--- config.mk ---
export PLATFORM = sky130hd
export DESIGN_NAME = reorder_hold_buffer
export DESIGN_NICKNAME = d
export VERILOG_FILES = /design/src/hw/rtl/rhb_pkg.sv /design/src/hw/rtl/rhb_front.sv /design/src/hw/rtl/rhb_queue.sv /design/src/hw/rtl/rhb_exec.sv /design/src/hw/rtl/reorder_hold_buffer.sv
export SDC_FILE = /design/constraint.sdc
export NUM_CORES = 1
export LEC_CHECK = 0
export BUFFER_PORTS_ARGS = -buffer_cell sky130_fd_sc_hd__clkbuf_2
export CAP_MARGIN = 20
export CORE_ASPECT_RATIO = 0.8
export CORE_MARGIN = 2
export CORE_UTILIZATION = 50
export CTS_CLUSTER_DIAMETER = 50
export CTS_CLUSTER_SIZE = 12
export DETAILED_ROUTE_END_ITERATION = 6
export GPL_TIMING_DRIVEN = 0
export MAX_ROUTING_LAYER = met4
export PLACE_DENSITY = 0.72
export SETUP_SLACK_MARGIN = 0.15
export SLEW_MARGIN = 15
export SYNTH_ARGS = -nofsm -noshare
export SYNTH_HDL_FRONTEND = slang
export SYNTH_SLANG_ARGS = --single-unit
--- constraint.sdc ---
create_clock -name clk -period 11.7 [get_ports clk]
set_clock_uncertainty 0.1 [all_clocks]
set_input_delay 1.17 -clock clk [delete_from_list [all_inputs] [get_ports clk]]
set_output_delay 1.17 -clock clk [all_outputs]
set_load 0.03 [all_outputs]
--- src/hw/rtl/rhb_pkg.sv ---
`default_nettype none
package rhb_pkg;

  localparam int STORE_DEPTH = 16;
  localparam int MAX_RESULTS = 16;
  localparam int CAP = (STORE_DEPTH < MAX_RESULTS) ? STORE_DEPTH : MAX_RESULTS;
  localparam int IDX_W = (CAP > 1) ? $clog2(CAP) : 1;
  localparam int CNT_W = 5;

  localparam int HANDLE_W = 16;
  localparam int DRAW_W = 16;
  localparam int THR_W = 17;
  localparam int DLY_W = 8;
  localparam int TOTAL_W = 32;
  localparam int OP_W = 2;
  localparam int KIND_W = 2;

  localparam int CFG_IDX_W = 1;
  localparam int CFG_DATA_W = 17;

  localparam int IN_DATA_W = 32;
  localparam int OUT_DATA_W = 56;

  localparam int QDEPTH = 2;
  localparam int QPTR_W = 1;
  localparam int QCNT_W = 2;

  localparam logic [OP_W-1:0] OP_OFFER = 2'd0;
  localparam logic [OP_W-1:0] OP_TICK  = 2'd1;
  localparam logic [OP_W-1:0] OP_FLUSH = 2'd2;
  localparam logic [OP_W-1:0] OP_NOP   = 2'd3;

  localparam logic [KIND_W-1:0] KIND_DECIDE  = 2'd0;
  localparam logic [KIND_W-1:0] KIND_RELEASE = 2'd1;
  localparam logic [KIND_W-1:0] KIND_NONE    = 2'd2;

  localparam logic [CFG_IDX_W-1:0] REG_THRESHOLD = 1'd0;
  localparam logic [CFG_IDX_W-1:0] REG_DELAY     = 1'd1;

  typedef struct packed {
    logic [OP_W-1:0]     op;
    logic [HANDLE_W-1:0] handle;
    logic                hit;
  } cmd_t;

endpackage
`default_nettype wire

--- src/hw/rtl/rhb_front.sv ---
`default_nettype none
module rhb_front
  import rhb_pkg::*;
(
  input  wire logic                  clk,
  input  wire logic                  rst_n,
  input  wire logic                  cfg_we,
  input  wire logic [CFG_IDX_W-1:0]  cfg_index,
  input  wire logic [CFG_DATA_W-1:0] cfg_wdata,
  input  wire logic                  in_tvalid,
  output logic                       in_tready,
  input  wire logic [IN_DATA_W-1:0]  in_tdata,
  input  wire logic [OP_W-1:0]       in_tuser,
  input  wire logic                  q_full,
  output logic                       q_push,
  output cmd_t                       q_cmd,
  output logic [DLY_W-1:0]           hold_delay
);

  logic [THR_W-1:0] thr_r;
  logic [DLY_W-1:0] dly_r;
  logic [DRAW_W-1:0] draw;

  always_ff @(posedge clk) begin
    if (!rst_n) begin
      thr_r <= '0;
      dly_r <= '0;
    end else if (cfg_we) begin
      case (cfg_index)
        REG_THRESHOLD: thr_r <= cfg_wdata[THR_W-1:0];
        REG_DELAY:     dly_r <= cfg_wdata[DLY_W-1:0];
        default: ;
      endcase
    end
  end

  assign draw       = in_tdata[HANDLE_W +: DRAW_W];
  assign in_tready  = !q_full;
  assign q_push     = in_tvalid && !q_full;
  assign hold_delay = dly_r;

  always_comb begin
    q_cmd.op     = in_tuser;
    q_cmd.handle = in_tdata[HANDLE_W-1:0];
    q_cmd.hit    = (thr_r != '0) && (dly_r != '0) && ({1'b0, draw} < thr_r);
  end

endmodule
`default_nettype wire

--- src/hw/rtl/rhb_queue.sv ---
`default_nettype none
module rhb_queue
  import rhb_pkg::*;
(
  input  wire logic clk,
  input  wire logic rst_n,
  input  wire logic push,
  input  wire cmd_t push_cmd,
  output logic      full,
  input  wire logic pop,
  output logic      valid,
  output cmd_t      head
);

  cmd_t              q_r [QDEPTH];
  logic [QPTR_W-1:0] wr_ptr_r;
  logic [QPTR_W-1:0] rd_ptr_r;
  logic [QCNT_W-1:0] cnt_r;
  logic              do_push;
  logic              do_pop;

  assign full    = (cnt_r == QCNT_W'(QDEPTH));
  assign valid   = (cnt_r != '0);
  assign head    = q_r[rd_ptr_r];
  assign do_push = push && !full;
  assign do_pop  = pop && valid;

  always_ff @(posedge clk) begin
    if (do_push) q_r[wr_ptr_r] <= push_cmd;
  end

  always_ff @(posedge clk) begin
    if (!rst_n) begin
      wr_ptr_r <= '0;
      rd_ptr_r <= '0;
      cnt_r    <= '0;
    end else begin
      if (do_push) wr_ptr_r <= wr_ptr_r + 1'b1;
      if (do_pop)  rd_ptr_r <= rd_ptr_r + 1'b1;
      case ({do_push, do_pop})
        2'b10:   cnt_r <= cnt_r + 1'b1;
        2'b01:   cnt_r <= cnt_r - 1'b1;
        default: cnt_r <= cnt_r;
      endcase
    end
  end

endmodule
`default_nettype wire

--- src/hw/rtl/rhb_exec.sv ---
`default_nettype none
module rhb_exec
  import rhb_pkg::*;
(
  input  wire logic                   clk,
  input  wire logic                   rst_n,
  input  wire logic [DLY_W-1:0]       hold_delay,
  input  wire logic                   q_valid,
  input  wire cmd_t                   q_head,
  output logic                        q_pop,
  output logic                        out_tvalid,
  input  wire logic                   out_tready,
  output logic [OUT_DATA_W-1:0]       out_tdata,
  output logic [KIND_W-1:0]           out_tuser,
  output logic                        out_tlast
);

  localparam logic [1:0] ST_IDLE  = 2'd0;
  localparam logic [1:0] ST_TICK  = 2'd1;
  localparam logic [1:0] ST_FLUSH = 2'd2;

  logic [1:0]          state_r, state_nxt;
  logic [CNT_W-1:0]    cnt_r, cnt_nxt;
  logic [TOTAL_W-1:0]  total_r, total_nxt;
  logic [IDX_W-1:0]    idx_r, idx_nxt;
  logic [IDX_W-1:0]    keep_r, keep_nxt;
  logic [CNT_W-1:0]    rel_r, rel_nxt;
  logic [CNT_W-1:0]    emit_r, emit_nxt;

  logic [HANDLE_W-1:0] hnd_r [CAP];
  logic [DLY_W-1:0]    tk_r [CAP];

  logic                wr_en;
  logic [IDX_W-1:0]    wr_idx;
  logic [HANDLE_W-1:0] wr_h;
  logic [DLY_W-1:0]    wr_t;

  logic                out_valid_r, out_valid_nxt;
  logic [KIND_W-1:0]   out_kind_r, out_kind_nxt;
  logic [HANDLE_W-1:0] out_handle_r, out_handle_nxt;
  logic                out_held_r, out_held_nxt;
  logic                out_last_r, out_last_nxt;
  logic [CNT_W-1:0]    out_occ_r, out_occ_nxt;
  logic [TOTAL_W-1:0]  out_total_r, out_total_nxt;

  logic                out_free;
  logic                emit;
  logic [CNT_W-1:0]    rel_cnt;
  logic                at_end;
  logic [DLY_W-1:0]    cur_t;
  logic                cur_rls;
  logic                take;

  assign out_free = !out_valid_r || out_tready;
  assign at_end   = (CNT_W'(idx_r) == cnt_r - CNT_W'(1));
  assign cur_t    = tk_r[idx_r];
  assign cur_rls  = (cur_t <= DLY_W'(1));
  assign take     = q_head.hit && (cnt_r < CNT_W'(CAP));

  // entries released on the next tick
  always_comb begin
    rel_cnt = '0;
    for (int k = 0; k < CAP; k++) begin
      if (CNT_W'(k) < cnt_r && tk_r[k] <= DLY_W'(1)) rel_cnt = rel_cnt + 1'b1;
    end
  end

  always_comb begin
    state_nxt      = state_r;
    cnt_nxt        = cnt_r;
    total_nxt      = total_r;
    idx_nxt        = idx_r;
    keep_nxt       = keep_r;
    rel_nxt        = rel_r;
    emit_nxt       = emit_r;
    q_pop          = 1'b0;
    wr_en          = 1'b0;
    wr_idx         = keep_r;
    wr_h           = hnd_r[idx_r];
    wr_t           = cur_t - DLY_W'(1);
    emit           = 1'b0;
    out_kind_nxt   = KIND_NONE;
    out_handle_nxt = '0;
    out_held_nxt   = 1'b0;
    out_last_nxt   = 1'b1;
    out_occ_nxt    = cnt_r;
    out_total_nxt  = total_r;

    case (state_r)
      ST_IDLE: begin
        if (q_valid && out_free) begin
          q_pop = 1'b1;
          emit  = 1'b1;
          case (q_head.op)
            OP_OFFER: begin
              out_kind_nxt   = KIND_DECIDE;
              out_handle_nxt = q_head.handle;
              out_held_nxt   = take;
              if (take) begin
                wr_en     = 1'b1;
                wr_idx    = cnt_r[IDX_W-1:0];
                wr_h      = q_head.handle;
                wr_t      = hold_delay;
                cnt_nxt   = cnt_r + 1'b1;
                total_nxt = total_r + 1'b1;
              end
              out_occ_nxt   = cnt_nxt;
              out_total_nxt = total_nxt;
            end
            OP_TICK: begin
              if (cnt_r != '0) begin
                emit      = (rel_cnt == '0);
                state_nxt = ST_TICK;
                idx_nxt   = '0;
                keep_nxt  = '0;
                emit_nxt  = '0;
                rel_nxt   = rel_cnt;
              end
            end
            OP_FLUSH: begin
              if (cnt_r != '0) begin
                emit      = 1'b0;
                state_nxt = ST_FLUSH;
                idx_nxt   = '0;
              end
            end
            default: ;
          endcase
        end
      end
      ST_TICK: begin
        if (!cur_rls || out_free) begin
          if (cur_rls) begin
            emit           = 1'b1;
            out_kind_nxt   = KIND_RELEASE;
            out_handle_nxt = hnd_r[idx_r];
            out_last_nxt   = (emit_r + 1'b1 == rel_r);
            out_occ_nxt    = cnt_r - rel_r;
            emit_nxt       = emit_r + 1'b1;
          end else begin
            wr_en    = 1'b1;
            keep_nxt = keep_r + 1'b1;
          end
          if (at_end) begin
            cnt_nxt   = cnt_r - rel_r;
            state_nxt = ST_IDLE;
          end else begin
            idx_nxt = idx_r + 1'b1;
          end
        end
      end
      ST_FLUSH: begin
        if (out_free) begin
          emit           = 1'b1;
          out_kind_nxt   = KIND_RELEASE;
          out_handle_nxt = hnd_r[idx_r];
          out_last_nxt   = at_end;
          out_occ_nxt    = '0;
          if (at_end) begin
            cnt_nxt   = '0;
            state_nxt = ST_IDLE;
          end else begin
            idx_nxt = idx_r + 1'b1;
          end
        end
      end
      default: state_nxt = ST_IDLE;
    endcase

    if (emit) out_valid_nxt = 1'b1;
    else if (out_tready) out_valid_nxt = 1'b0;
    else out_valid_nxt = out_valid_r;
  end

  always_ff @(posedge clk) begin
    if (wr_en) begin
      hnd_r[wr_idx] <= wr_h;
      tk_r[wr_idx]  <= wr_t;
    end
    if (emit) begin
      out_kind_r   <= out_kind_nxt;
      out_handle_r <= out_handle_nxt;
      out_held_r   <= out_held_nxt;
      out_last_r   <= out_last_nxt;
      out_occ_r    <= out_occ_nxt;
      out_total_r  <= out_total_nxt;
    end
  end

  always_ff @(posedge clk) begin
    if (!rst_n) begin
      state_r     <= ST_IDLE;
      cnt_r       <= '0;
      total_r     <= '0;
      idx_r       <= '0;
      keep_r      <= '0;
      rel_r       <= '0;
      emit_r      <= '0;
      out_valid_r <= 1'b0;
    end else begin
      state_r     <= state_nxt;
      cnt_r       <= cnt_nxt;
      total_r     <= total_nxt;
      idx_r       <= idx_nxt;
      keep_r      <= keep_nxt;
      rel_r       <= rel_nxt;
      emit_r      <= emit_nxt;
      out_valid_r <= out_valid_nxt;
    end
  end

  assign out_tvalid = out_valid_r;
  assign out_tuser  = out_kind_r;
  assign out_tlast  = out_last_r;
  assign out_tdata  = {2'b00, out_total_r, out_occ_r, out_held_r, out_handle_r};

endmodule
`default_nettype wire

--- src/hw/rtl/reorder_hold_buffer.sv ---
// Offer or unused code: the item passes the command queue, then the output register.
// Tick or flush: back end walks the N held entries one per cycle, pausing on a release
// until the output is free; the first release is registered from the walk state.
// A 2-entry command queue lets input items be taken while the back end walks the store.
// Reset (rst_n low, synchronous) empties the store, queue and output register,
// zeroes the hold total and both config registers; stored entries are not cleared.
`default_nettype none
module reorder_hold_buffer
  import rhb_pkg::*;
(
  input  wire logic                  clk,
  input  wire logic                  rst_n,
  input  wire logic                  cfg_we,
  input  wire logic [CFG_IDX_W-1:0]  cfg_index,
  input  wire logic [CFG_DATA_W-1:0] cfg_wdata,
  input  wire logic                  in_tvalid,
  output logic                       in_tready,
  input  wire logic [IN_DATA_W-1:0]  in_tdata,   // packet_handle, rand_draw
  input  wire logic [OP_W-1:0]       in_tuser,   // req_type
  output logic                       out_tvalid,
  input  wire logic                  out_tready,
  output logic [OUT_DATA_W-1:0]      out_tdata,  // out_handle, was_held, occupancy,
                                                 // reordered_total, zero pad
  output logic [KIND_W-1:0]          out_tuser,  // result_kind
  output logic                       out_tlast
);

  cmd_t             push_cmd;
  cmd_t             head;
  logic             q_full;
  logic             q_push;
  logic             q_pop;
  logic             q_valid;
  logic [DLY_W-1:0] hold_delay;

  rhb_front u_front (
    .clk        (clk),
    .rst_n      (rst_n),
    .cfg_we     (cfg_we),
    .cfg_index  (cfg_index),
    .cfg_wdata  (cfg_wdata),
    .in_tvalid  (in_tvalid),
    .in_tready  (in_tready),
    .in_tdata   (in_tdata),
    .in_tuser   (in_tuser),
    .q_full     (q_full),
    .q_push     (q_push),
    .q_cmd      (push_cmd),
    .hold_delay (hold_delay)
  );

  rhb_queue u_queue (
    .clk      (clk),
    .rst_n    (rst_n),
    .push     (q_push),
    .push_cmd (push_cmd),
    .full     (q_full),
    .pop      (q_pop),
    .valid    (q_valid),
    .head     (head)
  );

  rhb_exec u_exec (
    .clk        (clk),
    .rst_n      (rst_n),
    .hold_delay (hold_delay),
    .q_valid    (q_valid),
    .q_head     (head),
    .q_pop      (q_pop),
    .out_tvalid (out_tvalid),
    .out_tready (out_tready),
    .out_tdata  (out_tdata),
    .out_tuser  (out_tuser),
    .out_tlast  (out_tlast)
  );

endmodule
`default_nettype wire

==> results.sh, run 1 <==
export IMPL_slew_headroom=0.210
export IMPL_ys_seq_area_frac=0.642
export IMPL_reg2regPathDepth=56
export IMPL_die_area_um2=52400
export IMPL_synthTopCellsByArea="edfxtp_1 57%, mux4_2 11%, dfxtp_1 7.3%"
export IMPL_hold_viol=0
export IMPL_cts_buffers=55
export IMPL_fin_nets=2064
export IMPL_antenna_found_initial=3
export IMPL_path_clk_slew_ns=0.06
export IMPL_arrival_ns=11.16
export IMPL_r2r_start="u_exec.cnt_r[1]"
export IMPL_grt_max_degree=21
export IMPL_crit_start="u_exec.cnt_r[1]"
export IMPL_cpPeakStageDelay_ns=0.51
export IMPL_yosys_area_top_type="edfxtp_1"
export IMPL_initial_core_util=0.508
export IMPL_routedWlPerCell_um=25.7
export IMPL_worstPathMaxFanout=10
export IMPL_final_period_utilization=0.935
export IMPL_min_path_cells=2
export IMPL_ir_drop_v=0.000115
export IMPL_hold_start="u_front.thr_r[9]"
export IMPL_criticalPathCategory="reg2reg"
export IMPL_yosysTopAreaCellShare=0.569
export IMPL_start_kind="register"
export IMPL_ys_warnings_count=0
export IMPL_grt_ovfl_total=0
export IMPL_p_leak_uw=0.00985
export IMPL_postSynthAreaPerCell_um2=14.6
export IMPL_synth_common_cells="479 x edfxtp_1, 158 x nand2_1, 128 x nor2_1, 120 x mux4_2, 94 x a21oi_1"
export IMPL_first_pass_iters=5
export IMPL_crit_slowest_cell="or4b_1"
export IMPL_clock_sinks=571
export IMPL_cp_required_ns=11.91
export IMPL_vias_per_cell=6.15
export IMPL_die_height_um=205
export IMPL_grt_util_all_layers=0.267
export IMPL_rsz0062_at_grt="false"
export IMPL_placed_cells=2546
export IMPL_h_tree_depth=2
export IMPL_async_flop_share=0
export IMPL_p_per_area_nw_per_um2=198
export IMPL_cts_buffer_depth=3
export IMPL_yosysUniqueCellTypes=77
export IMPL_cts_root_buffer="clkbuf_16"
export IMPL_dominantRegCellSynth="edfxtp_1"
export IMPL_via_count=16400
export IMPL_ys_ff_latch=571
export IMPL_io_pins=118
export IMPL_status="finished clean"
export IMPL_drtIter0Drc=2035
export IMPL_cp_end_kind="register"
export IMPL_place_congestion=0.931
export IMPL_fin_cells=2665
export IMPL_setup_viol=0
export IMPL_die_w_um=255
export IMPL_fill_cells=3633
export IMPL_place_hpwl_um=46500
export IMPL_postSynthCellCount=1728
export IMPL_synth_most_common_cell="edfxtp_1"
export IMPL_ant_nets=0
export IMPL_grt_pass1_vias=15800
export IMPL_syn_to_final_growth_pct=16.2
export IMPL_drc=0
export IMPL_drv_cap=0
export IMPL_cts_hold_buf=0
export IMPL_detail_route_wirelength_um=68400
export IMPL_drive_above_1_share=0.213
export IMPL_synth_edf_count=479
export IMPL_syn_cell_area_um2=25300
export IMPL_slew_viol_final=0
export IMPL_grt_pass1_wl_um=100000
export IMPL_period_needed_ns=10.95
export IMPL_crit_top_cell="ha_1"
export IMPL_core_um2=49800
export IMPL_fmax_ghz=0.0914
export IMPL_cts_tree="yes"
export IMPL_clk_latency_ns=0.61
export IMPL_total_power_uw=5820
export IMPL_io_buffers=115
export IMPL_hold_class="reg2reg"
export IMPL_tightest_slew_ns=1.18
export IMPL_num_rows=73
cells by family after synthesis:
logic type      Yosys count  synth area share
flops                   571             0.642
simple gates            481            0.0910
compound gates          228            0.0547
mux                     157             0.122
buf+inv                 128            0.0195
xor+xnor                109            0.0440
fa+ha+maj                53            0.0265
other cells               1          0.000148
cell usage in the layout (no fill, tap or decap), drive strengths merged, types with 5 or more instances in the layout:
cell    synthesis  final
mux2i          31     31
nand4          17     17
xnor2          66     66
nor4           23     23
nor3b           7      7
nor3           34     34
or3             8      8
and2           39     39
mux2            6      6
buf            16     62
ha             52     52
clkbuf         61    261
nor2          128    128
or4             5      5
xnor3           7      7
a21o           14     14
nand2         158    162
a21oi          94     94
inv            50     54
xor2           35     35
and3            7      7
a22oi           5      5
nand3          35     35
o21ai          55     55
dfxtp          92     92
mux4          120    120
a211oi         10     10
a31oi          10     10
nand2b          6      6
edfxtp        479    479
final cells by class:
| type | instances | area (µm²) | share of cell area |
|---|---|---|---|
| sequential | 571 | 16200 | 0.553 |
| multi-input combinational | 1034 | 8840 | 0.301 |
| clock buffer | 82 | 1490 | 0.0507 |
| timing repair buffer | 164 | 1290 | 0.0439 |
| tap | 675 | 845 | 0.0288 |
| buffer | 77 | 319 | 0.0109 |
| inverter | 51 | 191 | 0.00652 |
| clock inverter | 8 | 156 | 0.00533 |
| antenna | 3 | 7.51 | 0.000256 |
worst max-delay path, delay by kind of cell, from the launching register on:
family	cells	cell delay (ns)
adders and majority gates	15	4.15
and+or+nand+nor	17	2.19
AOI/OAI and AO/OA	11	1.86
buffers and inverters	9	1.02
muxes	3	0.66
DFF	1	0.38
xor gates and xnor gates	1	0.29
power by group:
part	switching, µW	total [µW]	internal [µW]	leakage, µW
registers	63.0	2680	2620	0.00511
logic	1020	1460	441	0.00395
clock network	739	1680	943	0.000790
sequential cells by signal (all words and copies together), names as in the netlist, 2 cells and up, named ones only:
| signal | count |
|---|---|
| u_queue.q_r | 38 |
| u_exec.keep_r | 4 |
| u_exec.idx_r | 4 |
| u_exec.out_tuser | 2 |
| u_exec.rel_r | 5 |
| u_queue.cnt_r | 2 |
| u_exec.out_total_r | 32 |
| u_exec.total_r | 32 |
| u_exec.hnd_r | 256 |
| u_front.hold_delay | 8 |
| u_exec.cnt_r | 5 |
| u_exec.out_occ_r | 5 |
| u_exec.tk_r | 128 |
| u_front.thr_r | 17 |
| u_exec.out_handle_r | 16 |
| u_exec.emit_r | 5 |
| u_exec.state_r | 2 |
what timing repair did:
| item | CTS | global route |
|---|---|---|
| gates cloned | 4 | 0 |
| setup endpoints to repair | 58 | 58 |
| buffers inserted | 5 | 3 |
| gates resized for setup | 11 | 16 |
| pin swaps | 2 | 4 |
routing by layer:
layer	routed length, µm	global-route usage	vias to the layer above	share of wire
met5	0	-	-	0
li1	-	-	7056	-
met2	30500	0.393	1071	0.45
met1	28100	0.376	8143	0.41
met3	8600	0.0690	113	0.13
met4	1210	0.0571	0	0.018
path summary, 6_finish.rpt:
kind | to | slack [ns]
worst max-delay path | u_exec.out_handle_r[14] | 0.75
worst min-delay path | u_front.thr_r[9] | 0.38
worst max register to register | u_exec.out_handle_r[14] | 0.75
worst min register to register | u_front.thr_r[9] | 0.38
stage by stage:
stage	TNS (ns)	instance area [µm²]	utilization	worst slack, ns	hold WS, ns
floorplan	0	25300	-	0.582	0.349
global placement	-64.77	26700	0.536	-1.14	0.365
detailed placement	-50.85	27300	0.549	-0.894	0.366
CTS	0	29100	0.585	0.183	0.380
global route	0	29400	0.590	0.134	0.406
finish	0	29400	0.590	0.755	0.381
Note: power is estimated with default switching activity, not from simulation.
==> run 2, diff against run 1 <==
CORE_ASPECT_RATIO = 1.4   (was 0.8)
==> run 2 against run 1 <==
Compared with the run above: critical path depth shrank 5; global-route usage shrank 1.9 points; critical endpoint is now u_exec.out_handle_r[5]; final area shrank 0.53%; fmax shrank 0.64%; highest routed layer unchanged; flip-flop and latch count is the same; largest power group unchanged; clock-buffer cell count shrank 10; first-iteration DRC count shrank 24%; clock power shrank 4%; sequential power is essentially flat; power shrank 2.2%; via count shrank 3.7%.
==> results.sh, run 2 (synthesized netlist as in run 1, its figures left out) <==
export IMPL_status="finished clean"
export IMPL_fill_cells=3721
export IMPL_drv_cap=0
export IMPL_first_pass_iters=7
export IMPL_initial_core_util=0.505
export IMPL_worstPathMaxFanout=10
export IMPL_total_power_uw=5690
export IMPL_num_rows=97
export IMPL_drc=0
export IMPL_final_cell_mix="479 x edfxtp_1, 157 x nand2_1, 120 x mux4_2"
export IMPL_cts_hold_buf=0
export IMPL_ir_drop_v=0.000248
export IMPL_grt_util_all_layers=0.247
export IMPL_cts_buffer_depth=3
export IMPL_antennaDiodeCount=0
export IMPL_final_period_utilization=0.942
export IMPL_drive_above_1_share=0.213
export IMPL_crit_start="u_exec.cnt_r[3]"
export IMPL_setup_viol=0
export IMPL_rsz0062_at_grt="false"
export IMPL_period_needed_ns=11.02
export IMPL_routedWlPerCell_um=24.2
export IMPL_slew_headroom=0.224
export IMPL_criticalPathCategory="reg2reg"
export IMPL_largest_reg_flops=256
export IMPL_path_delay_family="adder cells"
export IMPL_cp_required_ns=11.90
export IMPL_clock_sinks=571
export IMPL_detail_route_wirelength_um=63200
export IMPL_place_hpwl_um=42800
export IMPL_die_height_um=270
export IMPL_final_common_cell="edfxtp_1"
export IMPL_finalSetupTns_ns=0
export IMPL_regMostFlops="u_exec.hnd_r"
export IMPL_tightest_slew_ns=1.16
export IMPL_finalWorstSetupSlack_ns=0.684
export IMPL_syn_to_final_growth_pct=15.6
export IMPL_grt_pass1_wl_um=95400
export IMPL_fin_nets=2059
export IMPL_crit_buf_inv=5
export IMPL_antenna_found_initial=0
export IMPL_largestRegisters="u_exec.hnd_r x256, u_exec.tk_r x128, u_queue.q_r x38"
export IMPL_drtIter0Drc=1545
export IMPL_path_clk_slew_ns=0.06
export IMPL_die_area_um2=52400
export IMPL_io_buffers=115
export IMPL_path_depth=51
export IMPL_crit_top_cell="ha_1"
export IMPL_grt_pass1_vias=16000
export IMPL_grt_max_degree=22
export IMPL_arrival_ns=11.22
export IMPL_p_per_area_nw_per_um2=195
export IMPL_hold_viol=0
export IMPL_cp_end_kind="register"
export IMPL_clk_latency_ns=0.62
export IMPL_p_leak_uw=0.00978
export IMPL_die_w_um=194
export IMPL_grt_ovfl_total=0
export IMPL_min_path_cells=2
export IMPL_core_um2=50000
export IMPL_r2r_start="u_exec.cnt_r[3]"
export IMPL_via_count=15800
export IMPL_cts_tree="yes"
export IMPL_h_tree_depth=2
export IMPL_fmax_ghz=0.0908
export IMPL_reg2regPathDepth=51
export IMPL_placed_cells=2511
export IMPL_vias_per_cell=6.03
export IMPL_hold_start="u_front.thr_r[10]"
export IMPL_cts_buffers=55
export IMPL_hold_class="reg2reg"
export IMPL_cts_root_buffer="clkbuf_16"
export IMPL_io_pins=118
export IMPL_worst_hold_slack_ns=0.373
export IMPL_fin_cells=2614
export IMPL_crit_slowest_cell="or4b_1"
export IMPL_cpPeakStageDelay_ns=0.51
export IMPL_ant_nets=0
export IMPL_slew_viol_final=0
export IMPL_place_ws_ns=-1.25
export IMPL_start_kind="register"
export IMPL_place_congestion=0.960
run 2: path summary, 6_finish.rpt:
| check | endpoint | slack [ns] |
|---|---|---|
| worst max register to register | u_exec.out_handle_r[5] | 0.68 |
| worst min register to register | u_front.thr_r[10] | 0.37 |
| worst min-delay path | u_front.thr_r[10] | 0.37 |
| worst max-delay path | u_exec.out_handle_r[5] | 0.68 |
run 2: per-stage QoR:
step	util	area [µm²]
floorplan	-	25300
global placement	0.533	26700
detailed placement	0.545	27300
CTS	0.579	29000
global route	0.584	29200
finish	0.584	29200
run 2: layout make-up:
class	count	area [µm²]	area share
buffer	77	320	0.0110
clock buffer	72	1460	0.0500
clock inverter	7	98.8	0.00338
inverter	51	191	0.00655
multi-input combinational	1035	8890	0.304
sequential	571	16200	0.556
tap	643	805	0.0275
timing repair buffer	158	1220	0.0416
run 2: worst min-delay path, stage by stage, from the launching register on:
cell     delay [ns]
dfxtp_1        0.32
nand2_1        0.06
a21oi_1        0.05
run 2: metal layers:
layer | vias to the layer above | global-route usage | wire length, µm | share of wire
li1 | 7010 | - | - | -
met1 | 7843 | 0.287 | 22700 | 0.36
met5 | - | - | 0 | 0
met3 | 162 | 0.0310 | 4460 | 0.071
met4 | 0 | 0.106 | 3180 | 0.050
met2 | 759 | 0.433 | 32900 | 0.52
run 2: timing repair:
item	CTS	global route
buffers inserted	2	3
cloned	3	2
setup endpoints to repair	59	58
hold endpoints to repair	0	0
pin swaps	3	6
gates resized for setup	17	11
run 2: power by group:
group	total (µW)	internal, µW	switching [µW]	leakage [µW]
Combinational	1400	418	981	0.00392
Sequential	2690	2620	68.4	0.00511
Clock	1610	871	735	0.000747
